`src/tlbpt_pkg.sv`:
```
// ----------------------------------------------------------------------------
// tlbpt_pkg
// Shared sizes, derived widths and the update bundles used by the page
// translator submodules.
// ----------------------------------------------------------------------------
package tlbpt_pkg;

	// table sizes
	localparam int TLB_ENTRIES  = 16;
	localparam int PAGE_COUNT   = 256;
	localparam int FRAME_COUNT  = 128;
	localparam int OFFSET_WIDTH = 8;

	// fixed field widths
	localparam int LA_W = 16;
	localparam int PA_W = 15;

	// derived widths
	localparam int PAGE_W    = (PAGE_COUNT > 1) ? $clog2(PAGE_COUNT) : 1;
	localparam int FRAME_W   = (FRAME_COUNT > 1) ? $clog2(FRAME_COUNT) : 1;
	localparam int TLB_IDX_W = (TLB_ENTRIES > 1) ? $clog2(TLB_ENTRIES) : 1;

	// tlb update: install at the fill slot, drop every entry of an evicted page
	typedef struct packed {
		logic               install;
		logic [PAGE_W-1:0]  page;
		logic [FRAME_W-1:0] frame;
		logic               drop;
		logic [PAGE_W-1:0]  drop_page;
	} tlbpt_tlb_upd_t;

	// page table update: map a faulting page, unmap the evicted one
	typedef struct packed {
		logic               map_en;
		logic [PAGE_W-1:0]  map_page;
		logic [FRAME_W-1:0] map_frame;
		logic               unmap_en;
		logic [PAGE_W-1:0]  unmap_page;
	} tlbpt_pt_upd_t;

endpackage

```
`src/tlbpt_tlb.sv`:
```
// ----------------------------------------------------------------------------
// tlbpt_tlb
// Fully associative TLB in flops with FIFO fill; lowest matching entry wins.
// ----------------------------------------------------------------------------
module tlbpt_tlb import tlbpt_pkg::*; (
	input  logic               clk,
	input  logic               arst_n,
	input  logic [PAGE_W-1:0]  lookup_page,
	output logic               hit,
	output logic [FRAME_W-1:0] hit_frame,
	input  tlbpt_tlb_upd_t     upd
);

	logic [TLB_ENTRIES-1:0] valid_q;
	logic [PAGE_W-1:0]      page_q  [TLB_ENTRIES];
	logic [FRAME_W-1:0]     frame_q [TLB_ENTRIES];
	logic [TLB_IDX_W-1:0]   fill_q;

	// parallel compare, lowest index has priority
	always_comb begin
		hit       = 1'b0;
		hit_frame = '0;
		for (int i = TLB_ENTRIES - 1; i >= 0; i--) begin
			if (valid_q[i] && page_q[i] == lookup_page) begin
				hit       = 1'b1;
				hit_frame = frame_q[i];
			end
		end
	end

	// valid bits: install wins over drop on the fill slot
	always_ff @(posedge clk or negedge arst_n) begin
		if (!arst_n) begin
			valid_q <= '0;
		end else begin
			for (int i = 0; i < TLB_ENTRIES; i++) begin
				if (upd.install && fill_q == TLB_IDX_W'(i)) begin
					valid_q[i] <= 1'b1;
				end else if (upd.drop && valid_q[i] && page_q[i] == upd.drop_page) begin
					valid_q[i] <= 1'b0;
				end
			end
		end
	end

	// entry payload
	always_ff @(posedge clk) begin
		for (int i = 0; i < TLB_ENTRIES; i++) begin
			if (upd.install && fill_q == TLB_IDX_W'(i)) begin
				page_q[i]  <= upd.page;
				frame_q[i] <= upd.frame;
			end
		end
	end

	// fifo fill pointer
	always_ff @(posedge clk or negedge arst_n) begin
		if (!arst_n) begin
			fill_q <= '0;
		end else if (upd.install) begin
			fill_q <= (fill_q == TLB_IDX_W'(TLB_ENTRIES - 1)) ? '0 : fill_q + 1'b1;
		end
	end

endmodule

```
`src/tlbpt_page_table.sv`:
```
// ----------------------------------------------------------------------------
// tlbpt_page_table
// Page table: valid bits in flops, frame numbers in a single-port RAM with
// a registered read.
// ----------------------------------------------------------------------------
module tlbpt_page_table import tlbpt_pkg::*; (
	input  logic               clk,
	input  logic               arst_n,
	input  logic               rd_en,
	input  logic [PAGE_W-1:0]  rd_page,
	output logic [FRAME_W-1:0] rd_frame,
	input  logic [PAGE_W-1:0]  lookup_page,
	output logic               lookup_valid,
	input  tlbpt_pt_upd_t      upd
);

	logic [PAGE_COUNT-1:0] map_valid_q;
	logic [FRAME_W-1:0]    map_frame_mem [PAGE_COUNT];
	logic [FRAME_W-1:0]    rd_frame_q;

	assign lookup_valid = map_valid_q[lookup_page];
	assign rd_frame     = rd_frame_q;

	// valid bits: unmap the evicted page, then map the new one
	always_ff @(posedge clk or negedge arst_n) begin
		if (!arst_n) begin
			map_valid_q <= '0;
		end else begin
			if (upd.unmap_en) begin
				map_valid_q[upd.unmap_page] <= 1'b0;
			end
			if (upd.map_en) begin
				map_valid_q[upd.map_page] <= 1'b1;
			end
		end
	end

	// frame ram, read and write never in the same cycle
	always_ff @(posedge clk) begin
		if (upd.map_en) begin
			map_frame_mem[upd.map_page] <= upd.map_frame;
		end else if (rd_en) begin
			rd_frame_q <= map_frame_mem[rd_page];
		end
	end

endmodule

```
`src/tlbpt_frame_table.sv`:
```
// ----------------------------------------------------------------------------
// tlbpt_frame_table
// Frame ownership: owner valid bits in flops, owner pages in a single-port
// RAM, and the FIFO replacement pointer.
// ----------------------------------------------------------------------------
module tlbpt_frame_table import tlbpt_pkg::*; (
	input  logic               clk,
	input  logic               arst_n,
	input  logic               rd_en,
	input  logic               alloc_en,
	input  logic [PAGE_W-1:0]  alloc_page,
	output logic [FRAME_W-1:0] victim_frame,
	output logic               victim_valid,
	output logic [PAGE_W-1:0]  victim_page
);

	logic [FRAME_COUNT-1:0] owner_valid_q;
	logic [PAGE_W-1:0]      owner_page_mem [FRAME_COUNT];
	logic [PAGE_W-1:0]      owner_page_q;
	logic [FRAME_W-1:0]     fill_q;

	assign victim_frame = fill_q;
	assign victim_valid = owner_valid_q[fill_q];
	assign victim_page  = owner_page_q;

	// owner valid bits and fifo pointer
	always_ff @(posedge clk or negedge arst_n) begin
		if (!arst_n) begin
			owner_valid_q <= '0;
			fill_q        <= '0;
		end else if (alloc_en) begin
			owner_valid_q[fill_q] <= 1'b1;
			fill_q <= (fill_q == FRAME_W'(FRAME_COUNT - 1)) ? '0 : fill_q + 1'b1;
		end
	end

	// owner page ram, read ahead at the current pointer
	always_ff @(posedge clk) begin
		if (alloc_en) begin
			owner_page_mem[fill_q] <= alloc_page;
		end else if (rd_en) begin
			owner_page_q <= owner_page_mem[fill_q];
		end
	end

endmodule

```
`src/tlb_page_table_translator_top.sv`:
```
// ----------------------------------------------------------------------------
// tlb_page_table_translator_top
// Demand-paging address translator with a FIFO-filled TLB and FIFO frame
// replacement.
//
//   channel | direction | handshake           | payload
//   --------+-----------+---------------------+---------------------------------
//   in      | input     | in_valid/in_stall   | vaddr
//   out     | output    | out_valid/out_stall | physical_address, tlb_hit,
//           |           |                     | page_fault
//
// The transfer cycle reads the page table RAM and the frame owner RAM ahead;
// the ST_LOOK state then resolves hit, miss or fault and writes all tables,
// and waits while a held result is stalled. The single-port RAMs set this split.
// Reset empties every table at once through valid bits, no clearing pass.
// A new item is taken while a result waits in the output register; a held
// result only stalls the resolve cycle of the following item.
// ----------------------------------------------------------------------------
module tlb_page_table_translator_top import tlbpt_pkg::*; (
	input  logic            clk,
	input  logic            arst_n,
	input  logic            in_valid,
	output logic            in_stall,
	input  logic [LA_W-1:0] vaddr,
	output logic            out_valid,
	input  logic            out_stall,
	output logic [PA_W-1:0] physical_address,
	output logic            tlb_hit,
	output logic            page_fault
);

	localparam logic ST_IDLE = 1'b0;
	localparam logic ST_LOOK = 1'b1;

	logic                    state_q;
	logic [PAGE_W-1:0]       page_q;
	logic [OFFSET_WIDTH-1:0] offset_q;
	logic                    out_valid_q;
	logic [PA_W-1:0]         pa_q;
	logic                    hit_q;
	logic                    fault_q;

	logic                    in_xfer;
	logic                    done;
	logic [PAGE_W-1:0]       in_page;
	logic                    tlb_match;
	logic [FRAME_W-1:0]      tlb_frame;
	logic                    pt_valid;
	logic [FRAME_W-1:0]      pt_frame;
	logic [FRAME_W-1:0]      victim_frame;
	logic                    victim_valid;
	logic [PAGE_W-1:0]       victim_page;
	logic                    fault;
	logic [FRAME_W-1:0]      frame;
	tlbpt_tlb_upd_t          tlb_upd;
	tlbpt_pt_upd_t           pt_upd;

	// handshake
	assign in_stall  = (state_q == ST_LOOK);
	assign in_xfer   = in_valid && !in_stall;
	assign done      = (state_q == ST_LOOK) && !(out_valid_q && out_stall);
	assign in_page   = PAGE_W'(vaddr >> OFFSET_WIDTH);
	assign out_valid = out_valid_q;
	assign physical_address = pa_q;
	assign tlb_hit          = hit_q;
	assign page_fault       = fault_q;

	// resolve: tlb, then page table, else take the next frame
	assign fault = !tlb_match && !pt_valid;
	always_comb begin
		if (tlb_match) begin
			frame = tlb_frame;
		end else if (pt_valid) begin
			frame = pt_frame;
		end else begin
			frame = victim_frame;
		end
	end

	// table updates in the resolve cycle
	always_comb begin
		tlb_upd.install   = done && !tlb_match;
		tlb_upd.page      = page_q;
		tlb_upd.frame     = frame;
		tlb_upd.drop      = done && fault && victim_valid;
		tlb_upd.drop_page = victim_page;
		pt_upd.map_en     = done && fault;
		pt_upd.map_page   = page_q;
		pt_upd.map_frame  = victim_frame;
		pt_upd.unmap_en   = done && fault && victim_valid;
		pt_upd.unmap_page = victim_page;
	end

	// control
	always_ff @(posedge clk or negedge arst_n) begin
		if (!arst_n) begin
			state_q     <= ST_IDLE;
			out_valid_q <= 1'b0;
		end else begin
			case (state_q)
				ST_IDLE: begin
					if (in_xfer) begin
						state_q <= ST_LOOK;
					end
				end
				ST_LOOK: begin
					if (done) begin
						state_q <= ST_IDLE;
					end
				end
				default: state_q <= ST_IDLE;
			endcase
			if (done) begin
				out_valid_q <= 1'b1;
			end else if (out_valid_q && !out_stall) begin
				out_valid_q <= 1'b0;
			end
		end
	end

	// item and result registers
	always_ff @(posedge clk) begin
		if (in_xfer) begin
			page_q   <= in_page;
			offset_q <= vaddr[OFFSET_WIDTH-1:0];
		end
		if (done) begin
			pa_q    <= PA_W'({frame, offset_q});
			hit_q   <= tlb_match;
			fault_q <= fault;
		end
	end

	tlbpt_tlb u_tlb (
		.clk         (clk),
		.arst_n      (arst_n),
		.lookup_page (page_q),
		.hit         (tlb_match),
		.hit_frame   (tlb_frame),
		.upd         (tlb_upd)
	);

	tlbpt_page_table u_page_table (
		.clk          (clk),
		.arst_n       (arst_n),
		.rd_en        (in_xfer),
		.rd_page      (in_page),
		.rd_frame     (pt_frame),
		.lookup_page  (page_q),
		.lookup_valid (pt_valid),
		.upd          (pt_upd)
	);

	tlbpt_frame_table u_frame_table (
		.clk          (clk),
		.arst_n       (arst_n),
		.rd_en        (in_xfer),
		.alloc_en     (done && fault),
		.alloc_page   (page_q),
		.victim_frame (victim_frame),
		.victim_valid (victim_valid),
		.victim_page  (victim_page)
	);

endmodule
```
`config.mk`:
```
export PLATFORM = sky130hd
export DESIGN_NAME = tlb_page_table_translator_top
export DESIGN_NICKNAME = d
export VERILOG_FILES = /design/src/tlbpt_pkg.sv /design/src/tlbpt_tlb.sv /design/src/tlbpt_page_table.sv /design/src/tlbpt_frame_table.sv /design/src/tlb_page_table_translator_top.sv
export SDC_FILE = /design/constraint.sdc
export NUM_CORES = 2
export LEC_CHECK = 0
export CAP_MARGIN = 20
export CORE_MARGIN = 3
export CORE_UTILIZATION = 30
export DETAILED_ROUTE_END_ITERATION = 16
export DONT_BUFFER_PORTS = 1
export PLACE_DENSITY_LB_ADDON = 0.12
export SYNTH_ARGS = -nofsm -noshare
export SYNTH_HDL_FRONTEND = slang
export SYNTH_SLANG_ARGS = --single-unit
```
`constraint.sdc`:
```
create_clock -name clk -period 6.65 [get_ports clk]
set_clock_uncertainty 0.2 [all_clocks]
set_input_delay 0.3325 -clock clk [delete_from_list [all_inputs] [get_ports clk]]
set_output_delay 0.3325 -clock clk [all_outputs]
set_load 0.01 [all_outputs]
```
# Word level (Yosys, flattened, before mapping)
# Memories as Yosys holds them, arrays and structs flattened. A register that Yosys moved wholly into a read port is not among the register bits.
# Index checks and enable logic that the tools add are counted.
# classes
shift,0
magnitude_cmp,6
n_mul,0
bitwise,6
mux,209
div,0
n_reduce_logical,129
eq_ne,48
addsub,2
# op_table
op,n
$mux 256,2
$and 256x256->256,1
$eq 8x8->1,32
$not 256->256,1
$or 256x256->256,1
$mux 7,34
$or 128x128->128,1
$mux 4,31
$mux 1,121
$mux 8,15
$reduce_or 8->1,15
$reduce_or 7->1,15
$logic_and 1x1->1,75
$reduce_bool 2->1,17
$eq 4x4->1 const B,8
$lt 8x9->1 const B,2
$demux 1 s8,2
$eq 4x3->1 const B,4
$ge 8x1->1 const B,2
$bmux 1 s8,1
$eq 4x2->1 const B,2
$lt 7x8->1 const B,1
$add 7x1->7 const B,1
$bmux 1 s7,1
other kinds (10),15
# word_totals
output_inout_bits,19
rom_bits,0
inputBits,20
wordCells,431
reg_bits,446
latchBits,0
ramBits,3056
memories,4
# memory_table
name,depth,word_bits,read_ports,rd_clocked_by_memory_dff,write_ports,line_no,source
u_page_table.map_frame_mem,256,7,1,1,1,tlbpt_page_table.sv:18,logic [FRAME_W-1:0] map_frame_mem [PAGE_COUNT];
u_frame_table.owner_page_mem,128,8,1,1,1,tlbpt_frame_table.sv:18,logic [PAGE_W-1:0] owner_page_mem [FRAME_COUNT];
u_tlb.page_q,16,8,16,0,1,tlbpt_tlb.sv:15,logic [PAGE_W-1:0] page_q [TLB_ENTRIES];
u_tlb.frame_q,16,7,16,0,1,tlbpt_tlb.sv:16,logic [FRAME_W-1:0] frame_q [TLB_ENTRIES];

# Logic depth before layout (Yosys ltp)
# logic_depth
word_depth,39
mapped_depth,16
mapped_depth_nobuf,9

# By module
# Synthesis repeated with hierarchy kept, for this count alone.
# unflattened
cells_unflattened,8509
hier_area_um2,141439.4
# by_module_without_submodules
module,cells_each,n_inst,area_per_inst_um2
tlbpt_page_table,4634,1,82034.9
tlbpt_frame_table,2869,1,45791.4
tlbpt_tlb,939,1,12365.6
tlb_page_table_translator_top,67,1,1247.4

# Worst setup path before layout
# OpenSTA, ideal clock, no wires.
# synth_timing
path_kind,register to register
from,register u_frame_table.fill_q[1] (netlist: u_frame_table.victim_frame[1])
to,"memory u_frame_table.owner_page_mem[51][0] in the netlist's numbering, enable pin"
n_path_buf,8
required_time_ps,6080
setup_ps,370
arrival_ps,6325
synth_period_minus_slack_ps,6895
stages_incl_launch_ff,12
path_slack_ps,-245
cell_sequence,dfrtp_1 > buf_2 > buf_2 > and3b_1 > clkbuf_1 > clkbuf_1 > clkbuf_1 > clkbuf_1 > buf_1 > nand3_2 > clkbuf_1 > nor2_1
# synth_lines
item,line_no,source
start: declaration,tlbpt_frame_table.sv:20,logic [FRAME_W-1:0] fill_q;
start signal: assignment,tlbpt_frame_table.sv:33,fill_q <= (fill_q == FRAME_W'(FRAME_COUNT - 1)) ? '0 : fill_q + 1'b1;
end: declaration,tlbpt_frame_table.sv:18,
# Straight into the memory's write port.

# Worst setup path after layout
# layout_timing
from,register page_q[3]
to,"memory u_page_table.map_frame_mem[207][2] in the netlist's numbering, enable pin"
# layout_via
elab_chain_len,23
word_cells_on_any_way,56
# layout_lines
item,line_no,source
start: declaration,tlb_page_table_translator_top.sv:36,logic [PAGE_W-1:0] page_q;
start signal: assignment,tlb_page_table_translator_top.sv:124,page_q <= in_page;
$eq 8x8->1,tlbpt_tlb.sv:24,if (valid_q[i] && page_q[i] == lookup_page) begin
$logic_and 1x1->1,tlbpt_tlb.sv:24,
$mux 1 (16 in a row),tlbpt_tlb.sv:24,
$logic_not 1->1,tlb_page_table_translator_top.sv:69,assign fault = !tlb_match && !pt_valid;
$logic_and 1x1->1,tlb_page_table_translator_top.sv:69,
$logic_and 1x1->1,tlb_page_table_translator_top.sv:87,pt_upd.map_en = done && fault;
$mux 1,tlbpt_page_table.sv:40,if (upd.map_en) begin
$mux 1 (implied by the code),tlbpt_page_table.sv:41,map_frame_mem[upd.map_page] <= upd.map_frame;
end: declaration,tlbpt_page_table.sv:18,
# Parallel ways exist; a longest one is shown, timed or not. The select of a mux whose other input is x is not followed.

==> flow_summary_export.csv <==
group,metric,value,unit
yosys,synthXorXnorAreaFrac,0.0161,
place,dp_hpwl,260000,um
critical_path,cp_data_arrival_time,5.96,ns
critical_path,crit_buf_inv,2,
finish,layout-drive-gt1-share,0.198,
routing,drt-initial-drc-count,6998,
routing,dr_wl_met3,20800,um
finish,finalNonFillerCells,14600,
timing,min_period,5.66,ns
place,gp_congestion,0.792,
cts,clockRootBuffer,"clkbuf_16",
routing,wire_per_inst,30.8,um
yosys,ys_top_cells_by_count,"edfxtp_1, nor2_1, mux4_2, dfrtp_1, nand4_1",
cts,clk_latency,0.99,ns
power,p_leak,50.8,nW
place,postPlaceCellArea,150000,um^2
global_route,gr-usage-all-layers,0.183,
critical_path,r2r_cells,9,
timing,slew_headroom,-1.13,
floorplan,io_pins,39,
timing,tightestPinTransition,3.19,ns
routing,vias,77900,
global_route,antenna_found_initial,19,
yosys,post_synth_mux_area_share,0.111,
place,place_ws,1.05,ns
timing,finalSetupViolCount,0,
yosys,synth_top_family_by_area,"multiplexers",
finish,final_nets,8086,
timing,min_period_over_period,0.851,
yosys,yosysMostFrequentCell,"edfxtp_1",
timing,fin_tns_setup,0,ns
floorplan,core,469000,um^2
finish,final-seq-area,104000,um^2
yosys,syn_area_per_cell,17.9,um^2
min_path,hold_end,"u_page_table.rd_frame[1]",
timing,rsz0062_at_grt,"false",
routing,vias_per_cell,5.34,
critical_path,crit_family,"compound AO/OA/AOI/OAI gates",
critical_path,crit_path_end_kind,"flip-flop",
critical_path,critPathLaunchType,"flip-flop",
yosys,yosysUniqueCellTypes,76,
place,dp_cells,13800,
timing,hold_viol_final,0,
min_path,hold_path_depth,2,
yosys,synth_top_area_frac,0.659,
routing,totalWireLength,449000,um
critical_path,worst-path-stages,9,
routing,drc_errors,0,
min_path,hold_path.class,"primary input to flip-flop",
finish,n_fill_cell,43900,
critical_path,critPathKind,"flip-flop to flip-flop",
min_path,min_from,"vaddr[11]",
floorplan,core.rowCount,251,
timing,worst_slack,0.988,ns
yosys,async_flop_share,0.117,
yosys,yosys_warnings,0,
timing,slew_violations,299,
routing,firstDrtPassIters,6,
status,violations,"slew limit",
critical_path,critPathRequiredTime,6.95,ns
finish,syn2layout_area_growth,15.3,%
finish,multi_input_area,35100,um^2
floorplan,die_w,693,um
yosys,syn-cell-area,141000,um^2
routing,drt-met1-wl,202000,um
yosys,yosysTopAreaCell,"edfxtp_1",
finish,final_area,163000,um^2
critical_path,r2r-start,"page_q[3]",
flow_run,max_cap_viol_count,0,
cts,clock_tree.buffer_depth,4,
critical_path,timing.rr.end,"u_page_table.map_frame_mem[207][2]",
global_route,grt_pass1_wl,640000,um
critical_path,r2r_slack,0.99,ns
yosys,synth_compound_area_frac,0.0677,
yosys,synthTopCellsByArea,"edfxtp_1, mux4_2, dfrtp_1",
critical_path,slowest_stage,"edfxtp_1",
floorplan,initial_core_util,0.302,
critical_path,slowest_delay,1.01,ns
yosys,synthAdderAreaFrac,0.000442,
routing,route.met2.wl,213000,um
floorplan,dieArea,480000,um^2
cts,cts_made_buffers,394,
power,finalPower,0.0603,W
yosys,syn_inst,7916,
timing,fmax,0.177,GHz
yosys,ys_seq_area_frac,0.732,
cts,path_clk_slew,0.06,ns
global_route,grt_max_degree,450,
routing,highest_layer,"met5",
global_route,grt_pass1_vias,80300,
power,p_per_area,370,nW/um^2
yosys,synth_nets,7941,
cts,htreeDepth,5,
yosys,synth_ff_type,"edfxtp_1",
place,port_buffers,0,
critical_path,crit_chain,"buf_4 > mux4_2 > nor2b_1 > a211o_1 > a21oi_1 > a31o_4 > buf_4 > nand3_2 > nor2_1",
status,outcome,"finished, violations left",
global_route,grt_overflow_total,0,
floorplan,fp.dieH,693,um
critical_path,path_max_fanout,24,
yosys,ys_ff_latch,3517,
cts,cts_tree,"yes",
cts,cts-resized-gates,0,
critical_path,crit_top_cell,"buf_4",
power,ir_drop,1.60,mV
routing,antenna_left,0,
yosys,synthSimpleGateAreaFrac,0.0518,
yosys,synth_edf_count,3104,
cts,cts_sinks,3517,
-- timing repair --
action	4_1_cts	5_1_grt
endpoints found under the setup margin	0	0
hold buffers	34	4
buffers inserted	0	0
hold endpoints to repair	487	231
-- placed cells by master, fill, tap and decap left out, types with 19 or more instances in the layout --
cell,netlist,routed
mux4_2,657,657
mux2i_1,69,69
nor3_1,62,61
bufinv_16,0,32
a22oi_1,336,336
edfxtp_1,3104,3104
clkinv_1,1,61
nor2_1,725,722
clkinv_2,0,68
o21ai_0,35,34
clkbuf_1,332,104
xor2_1,29,29
nand4_1,367,367
nor4_1,36,36
nand3_1,61,51
and3_1,21,21
buf_4,24,298
inv_1,28,28
o2bb2ai_1,261,261
o21bai_1,111,111
buf_12,0,40
dlygate4sd3_1,0,33
a21oi_1,44,42
clkbuf_16,0,405
a221oi_1,101,101
nand3_2,23,27
a22o_1,92,92
nand2b_1,24,24
a31oi_1,92,92
o22ai_1,21,21
nor2b_1,31,30
dfrtp_1,413,406
nand2_1,92,83
xnor2_1,231,231
a21o_1,19,19
-- metrics by stage --
step	hold slack (ns)	util
detailed placement	-0.0765	0.320
finish	0.0984	0.348
floorplan	-0.163	-
global route	0.0272	0.348
CTS	-1.17	0.348
global placement	-0.0774	0.319
-- power breakdown --
group	leakage [nW]	internal (W)	switching (W)	total, W
clock network	6.21	0.0126	0.00906	0.0217
logic	11.1	0.00304	0.00883	0.0119
registers	33.5	0.0261	0.000653	0.0268
-- area by class of cell --
type	count	share of cell area
Clock buffer	525	0.0659
Inverter	29	0.000667
Clock inverter	199	0.0123
Tap cell	6198	0.0475
Multi-Input combinational cell	3733	0.215
Antenna cell	5	0.0000767
Sequential cell	3517	0.635
Timing Repair Buffer	386	0.0230
-- flip-flops by register name (all words and copies together), names as in the netlist, 4 cells and up --
| register | flops |
|---|---|
| u_page_table.map_frame_mem | 1792 |
| u_frame_table.owner_page_mem | 1024 |
| u_page_table.map_valid_q | 256 |
| u_frame_table.owner_valid_q | 128 |
| u_tlb.page_q | 128 |
| u_tlb.frame_q | 112 |
| u_tlb.valid_q | 16 |
| physical_address | 15 |
| offset_q | 8 |
| page_q | 8 |
| u_frame_table.victim_page | 8 |
| u_frame_table.victim_frame | 7 |
| u_page_table.rd_frame | 7 |
| u_tlb.fill_q | 4 |
-- logic make-up (layout without fill, tap and decap cells) --
family	Yosys count	in the layout
AND/OR/NAND/NOR	1499	1499
multiplexers	743	743
flip-flops	3517	3517
XOR/XNOR	260	260
other	0	5
buffers and inverters	666	1139
adder cells (fa/ha/maj)	5	5
AO/OA/AOI/OAI	1226	1226
-- worst max path at each step --
stage / from / to / slack, ns
floorplan: u_frame_table.victim_frame[4] / u_page_table.map_valid_q[184] / 0.51
global route: page_q[1] / u_page_table.map_frame_mem[207][2] / 0.73
detailed placement: page_q[0] / u_page_table.map_frame_mem[138][3] / 1.05
finish: page_q[3] / u_page_table.map_frame_mem[207][2] / 0.99
CTS: page_q[0] / u_page_table.map_frame_mem[207][2] / 0.92
global placement: page_q[3] / u_page_table.map_frame_mem[139][3] / 1.10
-- per-layer routing --
| layer | GRT usage | vias to the layer above |
|---|---|---|
| li1 | - | 32600 |
| met1 | 0.259 | 42200 |
| met2 | 0.296 | 2391 |
| met3 | 0.0222 | 674 |
| met4 | 0.0525 | 2 |
| met5 | 0 | - |
Note: power is estimated with default switching activity, not from simulation.
